<file path="src/rtl/psseq_pkg.sv">
// ----------------------------------------------------------------------------
// psseq_pkg
// Shared types, constants and helpers for the probabilistic step sequencer.
// ----------------------------------------------------------------------------
package psseq_pkg;

  localparam int unsigned STEPS      = 16;
  localparam int unsigned DIVIDE_MAX = 16;

  localparam int unsigned DIV_W   = 5;   // divider register width
  localparam int unsigned DIR_W   = 2;
  localparam int unsigned SEED_W  = 32;
  localparam int unsigned CNT_W   = 4;   // edge counter
  localparam int unsigned STEP_W  = 4;
  localparam int unsigned LEN_W   = 5;   // length 1..STEPS
  localparam int unsigned CHANCE_W = 27;
  localparam int unsigned SHIFT_W = 7;
  localparam int unsigned PROB_W  = 25;  // clamped probability 0..one
  localparam int unsigned NUM_W   = 32;  // remainder unit dividend
  localparam int unsigned NBITS_W = 6;   // remainder unit iteration count
  localparam int unsigned SHORT_W = 6;   // short dividend for step wrap

  localparam logic [PROB_W-1:0] ONE_Q24 = PROB_W'(16777216);

  localparam int unsigned CFG_IDX_W = 3;
  localparam logic [CFG_IDX_W-1:0] CFG_DIVIDER_A   = 3'd0;
  localparam logic [CFG_IDX_W-1:0] CFG_DIVIDER_B   = 3'd1;
  localparam logic [CFG_IDX_W-1:0] CFG_DIRECTION_A = 3'd2;
  localparam logic [CFG_IDX_W-1:0] CFG_DIRECTION_B = 3'd3;
  localparam logic [CFG_IDX_W-1:0] CFG_RNG_SEED    = 3'd4;

  localparam logic [DIR_W-1:0] DIR_FORWARD = 2'd0;
  localparam logic [DIR_W-1:0] DIR_REVERSE = 2'd1;
  localparam logic [DIR_W-1:0] DIR_RANDOM  = 2'd2;

  localparam int unsigned IN_DATA_W  = 72;
  localparam int unsigned OUT_DATA_W = 16;

  typedef struct packed {
    logic [DIV_W-1:0]  div_a;
    logic [DIV_W-1:0]  div_b;
    logic [DIR_W-1:0]  dir_a;
    logic [DIR_W-1:0]  dir_b;
    logic              seed_load;
    logic [SEED_W-1:0] seed;
  } cfg_t;

  typedef struct packed {
    logic                       edge_a;
    logic                       edge_b;
    logic signed [CHANCE_W-1:0] chance_a;
    logic signed [CHANCE_W-1:0] chance_b;
    logic signed [SHIFT_W-1:0]  length_shift_a;
    logic signed [SHIFT_W-1:0]  length_shift_b;
  } item_t;

  typedef struct packed {
    logic [STEP_W-1:0] step_a;
    logic [STEP_W-1:0] step_b;
    logic              moved_a;
    logic              moved_b;
  } res_t;

  typedef struct packed {
    logic               start;
    logic [NUM_W-1:0]   dividend;   // MSB-aligned
    logic [NBITS_W-1:0] nbits;
    logic [LEN_W-1:0]   divisor;
  } rem_req_t;

  typedef struct packed {
    logic             done;
    logic [LEN_W-1:0] remainder;
  } rem_rsp_t;

  function automatic logic [SEED_W-1:0] xorshift32(input logic [SEED_W-1:0] s);
    logic [SEED_W-1:0] x;
    x = s;
    x = x ^ (x << 13);
    x = x ^ (x >> 17);
    x = x ^ (x << 5);
    return x;
  endfunction

endpackage

</file>
<file path="src/rtl/psseq_rem.sv">
// ----------------------------------------------------------------------------
// psseq_rem
// Serial restoring remainder unit: one dividend bit per cycle, MSB first.
// ----------------------------------------------------------------------------
module psseq_rem (
  input  logic                rst_ni,
  input  logic                clk_i,
  input  psseq_pkg::rem_req_t req_i,
  output psseq_pkg::rem_rsp_t rsp_o
);

  logic [psseq_pkg::NUM_W-1:0]   num_q;
  logic [psseq_pkg::LEN_W-1:0]   den_q;
  logic [psseq_pkg::LEN_W-1:0]   rem_q;
  logic [psseq_pkg::LEN_W-1:0]   rem_d;
  logic [psseq_pkg::NBITS_W-1:0] cnt_q;
  logic                          busy_q;
  logic                          done_q;
  logic [psseq_pkg::LEN_W:0]     trial;

  // partial remainder stays below the divisor, so the shifted value fits LEN_W+1
  assign trial = {rem_q, num_q[psseq_pkg::NUM_W-1]};

  always_comb begin
    if (trial >= {1'b0, den_q}) begin
      rem_d = psseq_pkg::LEN_W'(trial - {1'b0, den_q});
    end else begin
      rem_d = trial[psseq_pkg::LEN_W-1:0];
    end
  end

  always_ff @(posedge clk_i or negedge rst_ni) begin
    if (!rst_ni) begin
      busy_q <= 1'b0;
      done_q <= 1'b0;
      cnt_q  <= '0;
    end else if (req_i.start) begin
      busy_q <= 1'b1;
      done_q <= 1'b0;
      cnt_q  <= req_i.nbits;
    end else if (busy_q) begin
      cnt_q <= cnt_q - 1'b1;
      if (cnt_q == psseq_pkg::NBITS_W'(1)) begin
        busy_q <= 1'b0;
        done_q <= 1'b1;
      end
    end else begin
      done_q <= 1'b0;
    end
  end

  always_ff @(posedge clk_i) begin
    if (req_i.start) begin
      num_q <= req_i.dividend;
      den_q <= req_i.divisor;
      rem_q <= '0;
    end else if (busy_q) begin
      num_q <= {num_q[psseq_pkg::NUM_W-2:0], 1'b0};
      rem_q <= rem_d;
    end
  end

  assign rsp_o.done      = done_q;
  assign rsp_o.remainder = rem_q;

endmodule

</file>
<file path="src/rtl/psseq_ctrl.sv">
// ----------------------------------------------------------------------------
// psseq_ctrl
// Sequencer: walks voice A then voice B through divider, draw and step update,
// borrowing the serial remainder unit for every wrap.
// ----------------------------------------------------------------------------
module psseq_ctrl (
  input  logic                clk_i,
  input  logic                rst_ni,
  input  psseq_pkg::cfg_t     cfg_i,
  input  logic                item_valid_i,
  input  psseq_pkg::item_t    item_i,
  output logic                item_ready_o,
  output logic                res_valid_o,
  input  logic                res_ready_i,
  output psseq_pkg::res_t     res_o,
  output psseq_pkg::rem_req_t rem_req_o,
  input  psseq_pkg::rem_rsp_t rem_rsp_i
);

  localparam logic [2:0] ST_IDLE  = 3'd0;
  localparam logic [2:0] ST_VOICE = 3'd1;
  localparam logic [2:0] ST_DRAW  = 3'd2;
  localparam logic [2:0] ST_RAND  = 3'd3;
  localparam logic [2:0] ST_MOD   = 3'd4;
  localparam logic [2:0] ST_DONE  = 3'd5;

  logic [2:0] state_q, state_d;
  logic       voice_q, voice_d;

  psseq_pkg::item_t item_q;

  logic [psseq_pkg::STEP_W-1:0] step_q [2];
  logic [psseq_pkg::STEP_W-1:0] step_d [2];
  logic [psseq_pkg::CNT_W-1:0]  cnt_q  [2];
  logic [psseq_pkg::CNT_W-1:0]  cnt_d  [2];
  logic [1:0]                   moved_q, moved_d;
  logic [psseq_pkg::SEED_W-1:0] rand_q, rand_d, rand_nx;

  // per-voice selection
  logic                                 v_edge;
  logic signed [psseq_pkg::CHANCE_W-1:0] v_chance;
  logic signed [psseq_pkg::SHIFT_W-1:0]  v_shift;
  logic [psseq_pkg::DIV_W-1:0]          v_div_raw, v_div;
  logic [psseq_pkg::DIR_W-1:0]          v_dir;
  logic [psseq_pkg::STEP_W-1:0]         v_step;
  logic [psseq_pkg::CNT_W:0]            cnt_inc;
  logic signed [psseq_pkg::SHIFT_W:0]   len_sum;
  logic [psseq_pkg::LEN_W-1:0]          v_len;
  logic [psseq_pkg::PROB_W-1:0]         v_prob;
  logic                                 hit;
  logic [psseq_pkg::SHORT_W-1:0]        short_num;

  assign v_edge    = voice_q ? item_q.edge_b : item_q.edge_a;
  assign v_chance  = voice_q ? item_q.chance_b : item_q.chance_a;
  assign v_shift   = voice_q ? item_q.length_shift_b : item_q.length_shift_a;
  assign v_div_raw = voice_q ? cfg_i.div_b : cfg_i.div_a;
  assign v_dir     = voice_q ? cfg_i.dir_b : cfg_i.dir_a;
  assign v_step    = step_q[voice_q];
  assign cnt_inc   = {1'b0, cnt_q[voice_q]} + 1'b1;
  assign rand_nx   = psseq_pkg::xorshift32(rand_q);

  always_comb begin
    if (v_div_raw == '0) begin
      v_div = psseq_pkg::DIV_W'(1);
    end else if (v_div_raw > psseq_pkg::DIV_W'(psseq_pkg::DIVIDE_MAX)) begin
      v_div = psseq_pkg::DIV_W'(psseq_pkg::DIVIDE_MAX);
    end else begin
      v_div = v_div_raw;
    end
  end

  // length = clamp(STEPS + shift, 1, STEPS)
  assign len_sum = $signed((psseq_pkg::SHIFT_W+1)'(psseq_pkg::STEPS)) +
                   $signed({v_shift[psseq_pkg::SHIFT_W-1], v_shift});

  always_comb begin
    if (len_sum < $signed((psseq_pkg::SHIFT_W+1)'(1))) begin
      v_len = psseq_pkg::LEN_W'(1);
    end else if (len_sum > $signed((psseq_pkg::SHIFT_W+1)'(psseq_pkg::STEPS))) begin
      v_len = psseq_pkg::LEN_W'(psseq_pkg::STEPS);
    end else begin
      v_len = len_sum[psseq_pkg::LEN_W-1:0];
    end
  end

  always_comb begin
    if (v_chance[psseq_pkg::CHANCE_W-1]) begin
      v_prob = '0;
    end else if (v_chance[psseq_pkg::CHANCE_W-2:0] >
                 (psseq_pkg::CHANCE_W-1)'(psseq_pkg::ONE_Q24)) begin
      v_prob = psseq_pkg::ONE_Q24;
    end else begin
      v_prob = v_chance[psseq_pkg::PROB_W-1:0];
    end
  end

  assign hit = {1'b0, rand_nx[psseq_pkg::SEED_W-1:8]} < v_prob;

  // reverse wraps s + len - 1, forward wraps s + 1; both below 2^SHORT_W
  always_comb begin
    if (v_dir == psseq_pkg::DIR_REVERSE) begin
      short_num = psseq_pkg::SHORT_W'({2'b0, v_step}) + psseq_pkg::SHORT_W'(v_len) -
                  psseq_pkg::SHORT_W'(1);
    end else begin
      short_num = psseq_pkg::SHORT_W'({2'b0, v_step}) + psseq_pkg::SHORT_W'(1);
    end
  end

  always_comb begin
    state_d   = state_q;
    voice_d   = voice_q;
    step_d    = step_q;
    cnt_d     = cnt_q;
    moved_d   = moved_q;
    rand_d    = rand_q;
    rem_req_o = '0;
    rem_req_o.divisor = v_len;

    unique case (state_q)
      ST_IDLE: begin
        if (item_valid_i) begin
          voice_d = 1'b0;
          moved_d = '0;
          state_d = ST_VOICE;
        end
      end
      ST_VOICE: begin
        if (!v_edge) begin
          moved_d[voice_q] = 1'b0;
          state_d = voice_q ? ST_DONE : ST_VOICE;
          voice_d = 1'b1;
        end else if ({1'b0, cnt_inc} < {1'b0, v_div}) begin
          cnt_d[voice_q]   = cnt_inc[psseq_pkg::CNT_W-1:0];
          moved_d[voice_q] = 1'b0;
          state_d = voice_q ? ST_DONE : ST_VOICE;
          voice_d = 1'b1;
        end else begin
          cnt_d[voice_q]   = '0;
          moved_d[voice_q] = 1'b1;
          state_d = ST_DRAW;
        end
      end
      ST_DRAW: begin
        rand_d = rand_nx;
        if (!hit) begin
          state_d = voice_q ? ST_DONE : ST_VOICE;
          voice_d = 1'b1;
        end else if (v_dir == psseq_pkg::DIR_RANDOM) begin
          state_d = ST_RAND;
        end else begin
          rem_req_o.start    = 1'b1;
          rem_req_o.dividend = {short_num, (psseq_pkg::NUM_W-psseq_pkg::SHORT_W)'(0)};
          rem_req_o.nbits    = psseq_pkg::NBITS_W'(psseq_pkg::SHORT_W);
          state_d = ST_MOD;
        end
      end
      ST_RAND: begin
        rand_d             = rand_nx;
        rem_req_o.start    = 1'b1;
        rem_req_o.dividend = rand_nx;
        rem_req_o.nbits    = psseq_pkg::NBITS_W'(psseq_pkg::NUM_W);
        state_d = ST_MOD;
      end
      ST_MOD: begin
        if (rem_rsp_i.done) begin
          step_d[voice_q] = rem_rsp_i.remainder[psseq_pkg::STEP_W-1:0];
          state_d = voice_q ? ST_DONE : ST_VOICE;
          voice_d = 1'b1;
        end
      end
      ST_DONE: begin
        if (res_ready_i) begin
          state_d = ST_IDLE;
        end
      end
      default: begin
        state_d = ST_IDLE;
      end
    endcase

    if (cfg_i.seed_load) begin
      rand_d = (cfg_i.seed == '0) ? psseq_pkg::SEED_W'(1) : cfg_i.seed;
    end
  end

  always_ff @(posedge clk_i or negedge rst_ni) begin
    if (!rst_ni) begin
      state_q  <= ST_IDLE;
      voice_q  <= 1'b0;
      step_q   <= '{default: '0};
      cnt_q    <= '{default: '0};
      moved_q  <= '0;
      rand_q   <= psseq_pkg::SEED_W'(1);
    end else begin
      state_q  <= state_d;
      voice_q  <= voice_d;
      step_q   <= step_d;
      cnt_q    <= cnt_d;
      moved_q  <= moved_d;
      rand_q   <= rand_d;
    end
  end

  always_ff @(posedge clk_i) begin
    if (state_q == ST_IDLE && item_valid_i) begin
      item_q <= item_i;
    end
  end

  assign item_ready_o  = (state_q == ST_IDLE);
  assign res_valid_o   = (state_q == ST_DONE);
  assign res_o.step_a  = step_q[0];
  assign res_o.step_b  = step_q[1];
  assign res_o.moved_a = moved_q[0];
  assign res_o.moved_b = moved_q[1];

endmodule

</file>
<file path="src/rtl/probabilistic_step_sequencer.sv">
// ----------------------------------------------------------------------------
// probabilistic_step_sequencer
// Flow: an accepted tick passes ST_VOICE for voice A, then for voice B; a voice
//   that passes its divider goes through ST_DRAW, then on a hit ST_MOD (a serial
//   remainder in psseq_rem), with ST_RAND first for a random step; then ST_DONE and the output word register.
// Ticks: one at a time, the next accepted only once the last has left ST_DONE for
//   idle; a stalled output word holds the next tick back.
// Reset: steps and edge counters clear, generator loads 1, registers take
//   their reset values; no clearing pass.
// ----------------------------------------------------------------------------
module probabilistic_step_sequencer (
  input  logic                                 clk_i,
  input  logic                                 rst_ni,
  input  logic                                 cfg_we_i,
  input  logic [psseq_pkg::CFG_IDX_W-1:0]      cfg_idx_i,
  input  logic [psseq_pkg::SEED_W-1:0]         cfg_data_i,
  input  logic                                 s_axis_tvalid,
  output logic                                 s_axis_tready,
  // edge_a, edge_b, chance_a, chance_b, length_shift_a, length_shift_b, zero pad
  input  logic [psseq_pkg::IN_DATA_W-1:0]      s_axis_tdata,
  output logic                                 m_axis_tvalid,
  input  logic                                 m_axis_tready,
  // step_a, step_b, moved_a, moved_b, zero pad
  output logic [psseq_pkg::OUT_DATA_W-1:0]     m_axis_tdata
);

  logic [psseq_pkg::DIV_W-1:0] div_a_q, div_b_q;
  logic [psseq_pkg::DIR_W-1:0] dir_a_q, dir_b_q;

  psseq_pkg::cfg_t     cfg;
  psseq_pkg::item_t    item;
  psseq_pkg::res_t     res;
  psseq_pkg::res_t     out_q;
  psseq_pkg::rem_req_t rem_req;
  psseq_pkg::rem_rsp_t rem_rsp;
  logic                res_valid, res_ready;
  logic                out_valid_q;

  always_ff @(posedge clk_i or negedge rst_ni) begin
    if (!rst_ni) begin
      div_a_q <= psseq_pkg::DIV_W'(1);
      div_b_q <= psseq_pkg::DIV_W'(1);
      dir_a_q <= psseq_pkg::DIR_FORWARD;
      dir_b_q <= psseq_pkg::DIR_FORWARD;
    end else if (cfg_we_i) begin
      unique case (cfg_idx_i)
        psseq_pkg::CFG_DIVIDER_A:   div_a_q <= cfg_data_i[psseq_pkg::DIV_W-1:0];
        psseq_pkg::CFG_DIVIDER_B:   div_b_q <= cfg_data_i[psseq_pkg::DIV_W-1:0];
        psseq_pkg::CFG_DIRECTION_A: dir_a_q <= cfg_data_i[psseq_pkg::DIR_W-1:0];
        psseq_pkg::CFG_DIRECTION_B: dir_b_q <= cfg_data_i[psseq_pkg::DIR_W-1:0];
        default: ;
      endcase
    end
  end

  // seed goes straight into the generator
  assign cfg.div_a     = div_a_q;
  assign cfg.div_b     = div_b_q;
  assign cfg.dir_a     = dir_a_q;
  assign cfg.dir_b     = dir_b_q;
  assign cfg.seed_load = cfg_we_i && (cfg_idx_i == psseq_pkg::CFG_RNG_SEED);
  assign cfg.seed      = cfg_data_i;

  assign item.edge_a         = s_axis_tdata[0];
  assign item.edge_b         = s_axis_tdata[1];
  assign item.chance_a       = s_axis_tdata[28:2];
  assign item.chance_b       = s_axis_tdata[55:29];
  assign item.length_shift_a = s_axis_tdata[62:56];
  assign item.length_shift_b = s_axis_tdata[69:63];

  psseq_ctrl u_ctrl (
    .clk_i        (clk_i),
    .rst_ni       (rst_ni),
    .cfg_i        (cfg),
    .item_valid_i (s_axis_tvalid),
    .item_i       (item),
    .item_ready_o (s_axis_tready),
    .res_valid_o  (res_valid),
    .res_ready_i  (res_ready),
    .res_o        (res),
    .rem_req_o    (rem_req),
    .rem_rsp_i    (rem_rsp)
  );

  psseq_rem u_rem (
    .rst_ni (rst_ni),
    .clk_i  (clk_i),
    .req_i  (rem_req),
    .rsp_o  (rem_rsp)
  );

  // output word register
  assign res_ready = !out_valid_q || m_axis_tready;

  always_ff @(posedge clk_i or negedge rst_ni) begin
    if (!rst_ni) begin
      out_valid_q <= 1'b0;
    end else if (res_ready) begin
      out_valid_q <= res_valid;
    end
  end

  always_ff @(posedge clk_i) begin
    if (res_ready && res_valid) begin
      out_q <= res;
    end
  end

  assign m_axis_tvalid = out_valid_q;
  assign m_axis_tdata  = {6'b0, out_q.moved_b, out_q.moved_a, out_q.step_b, out_q.step_a};

endmodule

</file>
<file path="config.mk">
export PLATFORM = sky130hd
export DESIGN_NAME = probabilistic_step_sequencer
export DESIGN_NICKNAME = d
export VERILOG_FILES = /design/src/rtl/psseq_pkg.sv /design/src/rtl/psseq_rem.sv /design/src/rtl/psseq_ctrl.sv /design/src/rtl/probabilistic_step_sequencer.sv
export SDC_FILE = /design/constraint.sdc
export NUM_CORES = 1
export LEC_CHECK = 0
export CAP_MARGIN = 20
export CORE_UTILIZATION = 38
export CTS_CLUSTER_SIZE = 40
export DETAILED_ROUTE_END_ITERATION = 7
export DONT_BUFFER_PORTS = 1
export GPL_ROUTABILITY_DRIVEN = 0
export HOLD_SLACK_MARGIN = 0.06
export MAX_ROUTING_LAYER = met4
export PLACE_DENSITY = 0.6
export SLEW_MARGIN = 20
export SYNTH_ARGS = -nofsm -noshare
export SYNTH_HDL_FRONTEND = slang
export SYNTH_SLANG_ARGS = --single-unit
</file>
<file path="constraint.sdc">
create_clock -name clk_i -period 6.7 [get_ports clk_i]
set_input_delay 0 -clock clk_i [delete_from_list [all_inputs] [get_ports clk_i]]
set_output_delay 0 -clock clk_i [all_outputs]
set_load 0.1 [all_outputs]
</file>
==> results of run 1 <==
## placed cells by master, fill, tap and decap left out, drive strengths merged, types with 13 or more instances in the layout
cell type / instances
nand3: 16
nor2: 74
xnor2: 52
nor3: 17
dlygate4sd3: 118
o22ai: 18
ha: 44
xor2: 34
inv: 47
mux2: 53
buf: 13
o21ai: 64
clkbuf: 17
nor4: 21
dfrtp: 74
a21oi: 53
nand2: 154
mux2i: 14
edfxtp: 117
## timing repair
item	4_1_cts	5_1_grt
hold buffers	119	0
buffers inserted	0	0
hold endpoints to repair	196	0
## report_power, final
| group | leakage [nW] | switching, mW | internal [mW] |
|---|---|---|---|
| clock | 0.283 | 0.510 | 0.530 |
| combinational | 2.56 | 2.41 | 1.56 |
| sequential | 2.09 | 0.468 | 1.82 |
| total | 4.93 | 3.39 | 3.91 |
## state kept, by name (all words and copies together) (netlist names)
| register | count |
|---|---|
| u_ctrl.moved_q | 2 |
| u_rem.den_q | 5 |
| u_ctrl.cnt_q | 8 |
| div_b_q | 5 |
| div_a_q | 5 |
| u_rem.num_q | 32 |
| u_ctrl.item_q | 70 |
| u_rem.cnt_q | 6 |
| u_ctrl.voice_q | 1 |
| u_ctrl.rand_q | 32 |
| u_ctrl.res_o | 8 |
| dir_a_q | 2 |
| dir_b_q | 2 |
| u_rem.busy_q | 1 |
| m_axis_tdata | 10 |
| u_rem.rem_q | 5 |
| u_rem.done_q | 1 |
| m_axis_tvalid | 1 |
| u_ctrl.state_q | 3 |
## final timing paths
path                                      to         startpoint  slack [ns]  cells past startpoint
max                          u_rem.num_q[13]     u_ctrl.voice_q        1.48                     15
min                        u_ctrl.rand_q[28]             rst_ni        0.08                      2
max reg2reg                  u_rem.num_q[13]     u_ctrl.voice_q        1.48                     15
min reg2reg                  m_axis_tdata[8]  u_ctrl.moved_q[0]        0.46                      0
max in group asynchronous         div_a_q[0]             rst_ni        6.20                      2
min in group clk_i          u_ctrl.rand_q[3]       cfg_idx_i[2]        0.14                      4
## layer usage
layer / wire [um] / share of wire
met5: 0 / 0
met4: 987 / 0.037
met3: 1300 / 0.049
met2: 12660 / 0.48
met1: 11430 / 0.43
## stage by stage
| stage | setup slack [ns] | cell area [um^2] | util |
|---|---|---|---|
| final | 1.481 | 12650 | 0.4681 |
| after global routing | 1.054 | 12650 | 0.4681 |
| after CTS | 1.478 | 12640 | 0.4679 |
| after detailed placement | 1.525 | 10850 | 0.4014 |
| after global placement | 1.599 | 10850 | 0.4014 |
| after floorplan | 1.435 | 10510 | - |
## area by class of cell
cell class              instances  area, um^2
flip-flops and latches        199        5545
inverters                      41       153.9
fillers                      2468       14370
clock buffers                  17       425.4
well taps                     341       426.7
multi-input cells             706        4616
clock inverters                15       161.4
repair buffers                131        1319
diodes                          2       5.005
## worst max-delay path, stage by stage (launching register included)
cell	delay [ns]
dfrtp_2	0.64
buf_4	0.55
nor2b_1	0.24
nand3_1	0.09
a222oi_1	0.28
a221o_2	0.46
nand2_1	0.11
ha_1	0.32
nand3_1	0.11
nor2_1	0.19
nand2b_1	0.10
or4_1	0.53
a31oi_2	0.32
o31a_1	0.45
nand2b_1	0.22
buf_4	0.31
## cells by family after synthesis
logic type	Yosys count	share of synthesized area
AND/OR/NAND/NOR	323	0.1359
flip-flops	199	0.5286
multiplexers	67	0.07027
buffers and inverters	86	0.03400
adder cells (fa/ha/maj)	46	0.05631
other	1	0.0003576
AO/OA/AOI/OAI	178	0.1013
XOR/XNOR	86	0.07325
==> run_results.csv, run 1 <==
group,metric,value,unit
clocking,cts.clk_slew.worst_paths,0.08,ns
setup_path,arrival,5.37,ns
sta,clock_skew,0.01634,ns
grt,grt.busiest_layer,"met2",
synthesis,synthMostInstantiatedCell,"nand2_1",
detailed_routing,detail-route-antenna-nets,0,
detailed_routing,wire_per_inst,18.17,um
setup_path,cp-start-kind,"flip-flop",
sta,relSlewSlack,0.3571,
clocking,root_buffer,"clkbuf_16",
grt,gr-usage-met1,0.2465,
detailed_routing,vias_per_cell,5.300,
detailed_routing,routed_wl,26380,um
pwr,leakage,4.932,nW
grt,grt-ovfl-total,0,
sta,hold_ws,0.08439,ns
finish,instances_no_fill,1452,
clocking,cts_tree,"built",
flow_run,drv_cap,0,
sta,drv_slew,0,
synthesis,yosysWarnings,0,
grt,grt_pass1_wl,41810,um
pwr,power_density,577.1,nW/um^2
synthesis,synth_seq_cells,199,
setup_path,criticalPathCategory,"reg2reg",
synthesis,synth-edff-count,117,
setup_path,critPathMaxFanout,44,
detailed_routing,first_iter_violations,458,
clocking,cts-buffers-inserted,17,
grt,grt_max_degree,78,
placed_design,port_buffers,0,
sta,hold_viol_final,0,
worst_hold_path,hold_path_class,"in2async",
grt,use_met3,0.03291,
synthesis,netlist_area,10490,um^2
synthesis,synthArstFlopShare,0.3869,
floorplan,die_h,168.1,um
floorplan,core,27030,um^2
grt,first_global_vias,7797,
floorplan,std_cell_rows,60,
floorplan,die_w,168.1,um
placed_design,dp.final_hpwl,18260,um
grt,use_met2,0.3214,
sta,setup_tns,0,ns
finish,area_growth,20.64,%
run_status,status,"complete, no violations",
synthesis,syn-instance-count,986,
clocking,worstSkewPairLatency,0.44,ns
floorplan,dieArea,28270,um^2
sta,rsz0062_at_grt,"no",
clocking,clk_path_buf_depth,2,
finish,drive_above_1_share,0.1037,
synthesis,synth_top_area_frac,0.3350,
sta,setup_viol,0,
synthesis,ys.flop_type,"edfxtp_1",
sta,fin_crit_sh,0.7789,
synthesis,avgSynthCellArea,10.64,um^2
synthesis,yosysSeqAreaShare,0.5286,
synthesis,netlist-cell-type-count,60,
setup_path,cp.required,6.85,ns
pwr,ir_worst_vdd,0.2681,mV
pwr,p_total,7.301,mW
sta,maxClockFrequency,191.6,MHz
finish,nets,1254,
placed_design,dp.cells,1299,
grt,antenna_found_initial,1,
synthesis,synth_top_area_cell,"edfxtp_1",
setup_path,end_kind,"flip-flop",
clocking,cts_sinks,199,
synthesis,synth_area_leaders,"edfxtp_1 (34%), dfrtp_1 (18%), mux2_2 (5.7%)",
clocking,post_cts_resize_count,0,
detailed_routing,vias,7696,
floorplan,initial_utilization,0.3881,
sta,tightest_slew,0.9643,ns
floorplan,ios,130,
synthesis,synth_top_cells_by_count,"nand2_1 (154), edfxtp_1 (117), dfrtp_1 (74), nor2_1 (74), o21ai_0 (64)",
grt,track_usage,0.1992,
clocking,htree_levels,4,
detailed_routing,drt_pass1_iterations,7,
sta,period_minus_slack,5.219,ns
detailed_routing,drc,0,
(Power assumes the default switching activity.)
==> run 2, diff against run 1 <==
PLACE_DENSITY = 0.62   (was 0.6)
clock period = 4.7 ns   (was 6.7 ns; I/O delays follow)
==> run 2 against run 1 <==
Count of clock-buffer cells in the layout increased by 1; critical endpoint is now u_ctrl.voice_q; clock skew about the same; via count decreased by 0.43%; sequential share of layout area decreased by 0.25 points; worst hold slack improved by 0.0094 ns; combinational power increased by 51%; maximum frequency increased by 21%; largest cell class unchanged.
==> run_results.csv, run 2 (same netlist as run 1, synthesis figures left out) <==
group,metric,value,unit
run_status,status,"complete, no violations",
pwr,power_density,846.2,nW/um^2
setup_path,criticalPathCategory,"reg2reg",
grt,grt_max_degree,78,
sta,clock_skew,0.01679,ns
setup_path,crit_slowest_cell,"or4_1",
grt,grt-ovfl-total,0,
pwr,intPower,5.855,mW
finish,top_register,"u_ctrl.item_q",
floorplan,die_h,168.1,um
grt,first_global_vias,7876,
finish,largest_reg_flops,70,
pwr,switching_share,0.4563,
detailed_routing,vias_per_cell,5.249,
grt,track_usage,0.2014,
sta,relSlewSlack,0.3499,
setup_path,critical_path.max_stage_delay,0.52,ns
clocking,cts-buffers-inserted,17,
pwr,power.switching,4.913,mW
detailed_routing,first_iter_violations,575,
detailed_routing,routed_wl,26630,um
worst_hold_path,hold_path_class,"in2reg",
pwr,p_comb_frac,0.558,
detailed_routing,vias,7663,
grt,grt_pass1_wl,42370,um
pwr,seq_power_share,0.301,
pwr,p_total,10.77,mW
setup_path,crit_top_cell,"nor2_1",
clocking,htree_levels,4,
clocking,cts_tree,"built",
finish,largestRegisters,"u_ctrl.item_q: 70 flops, u_ctrl.rand_q: 32 flops, u_rem.num_q: 32 flops",
pwr,clockPowerShare,0.141,
floorplan,std_cell_rows,60,
finish,drive_above_1_share,0.1173,
clocking,root_buffer,"clkbuf_16",
setup_path,cp-start-kind,"flip-flop",
sta,fin_crit_sh,0.9142,
floorplan,initial_utilization,0.3881,
sta,hold_ws,0.09381,ns
sta,finalWorstSetupSlack,0.4034,ns
finish,final_common_cell,"nand2_1",
pwr,ir_worst_vdd,0.4638,mV
sta,maxClockFrequency,232.7,MHz
finish,nets,1262,
setup_path,cp.required,4.98,ns
placed_design,port_buffers,0,
sta,rsz0062_at_grt,"no",
floorplan,die_w,168.1,um
detailed_routing,drt_pass1_iterations,5,
setup_path,path_cells,"inv_2 -> or4b_1 -> a222oi_1 -> a221o_2 -> nand2_1 -> ha_1 -> nand4_1 -> nor2_1 -> nand2b_1 -> or4_1 -> a31oi_2 -> nor2_1 -> a211o_1 -> a31oi_1",
setup_path,critical-path-top-delay-family,"simple AND/OR/NAND/NOR gates",
detailed_routing,drc,0,
sta,hold_viol_final,0,
finish,ff_latch_area,5545,um^2
sta,tightest_slew,0.9751,ns
setup_path,end_kind,"flip-flop",
floorplan,dieArea,28270,um^2
sta,drv_slew,0,
finish,fillers,2482,
setup_path,crit_buf_inv,1,
floorplan,ios,130,
finish,area_growth,21.33,%
clocking,cts.clk_slew.worst_paths,0.07,ns
pwr,leakage,4.984,nW
detailed_routing,detail-route-antenna-nets,0,
grt,antenna_found_initial,1,
flow_run,drv_cap,0,
clocking,cts_sinks,199,
clocking,clk_path_buf_depth,2,
placed_design,dp.final_hpwl,18650,um
floorplan,core,27030,um^2
sta,setup_viol,0,
finish,multi_input_area,4623,um^2
setup_path,arrival,4.58,ns
sta,setup_tns,0,ns
detailed_routing,wire_per_inst,18.24,um
setup_path,critPathMaxFanout,17,
placed_design,pre_cts_ws,0.3074,ns
sta,period_minus_slack,4.297,ns
finish,layout_common_cells,"nand2_1 (154), edfxtp_1 (117), dlygate4sd3_1 (111), nor2_1 (74), dfrtp_1 (73)",
clocking,worstSkewPairLatency,0.44,ns
[run 2: cell types whose count changed in the layout (fill, tap and decap cells not counted), sizes merged]
cell,delta
clkbuf,+1
bufinv,+1
dlygate4sd3,-7
clkinvlp,-1
buf,+15
inv,-1
[run 2: repair_timing]
item / in CTS / in global routing
setup buffers: 0 / 0
resized for setup: 0 / 1
hold endpoints to repair: 196 / 0
endpoints found under the setup margin: 0 / 1
hold buffers: 112 / 0
[run 2: stage by stage]
step / cell area (um^2) / instances / util
floorplan: 10510 / 991 / -
global placement: 10980 / 1314 / 0.4061
detailed placement: 10980 / 1314 / 0.4061
CTS: 12720 / 1458 / 0.4706
global route: 12720 / 1460 / 0.4708
finish: 12720 / 1460 / 0.4708
[run 2: per-layer routing]
layer	global-route usage	routed length, um	vias to the layer above	share of wire
li1	-	-	3730	-
met3	0.03738	1467	38	0.055
met1	0.2508	11330	3656	0.43
met5	-	0	-	0
met2	0.3263	12970	239	0.49
met4	0.07668	862	0	0.032
[run 2: worst paths after layout]
kind | from | depth (start not counted) | slack [ns] | end
hold / removal | cfg_we_i | 4 | 0.09 | dir_a_q[1]
setup reg to reg | u_ctrl.voice_q | 14 | 0.40 | u_ctrl.voice_q
setup / recovery | u_ctrl.voice_q | 14 | 0.40 | u_ctrl.voice_q
hold reg to reg | u_ctrl.res_o[4] | 0 | 0.48 | m_axis_tdata[6]
max in group asynchronous | rst_ni | 2 | 4.17 | div_a_q[0]
min in group asynchronous | rst_ni | 2 | 0.14 | u_ctrl.rand_q[15]
[run 2: layout make-up]
class,instances,share of cell area
Clock inverter,14,0.01298
Timing Repair Buffer,139,0.1074
Clock buffer,18,0.03451
Multi-Input combinational cell,706,0.3633
Sequential cell,199,0.4358
Tap cell,341,0.03353
Antenna cell,2,0.0003933
Inverter,41,0.01209
[run 2: power by group through the flow]
stage,clock [mW],sequential (mW),combinational [mW]
after CTS,1.54,3.23,5.99
after floorplan,0,3.07,4.04
final,1.52,3.24,6.01
after global placement,0,3.25,5.75
after global routing,1.61,3.32,6.63
after detailed placement,0,3.26,5.86
[run 2: worst min-delay path, stage by stage]
cell and delay, ns:
nor2b_1 0.15, nand2_1 0.07, nor2_1 0.05, mux2_2 0.21
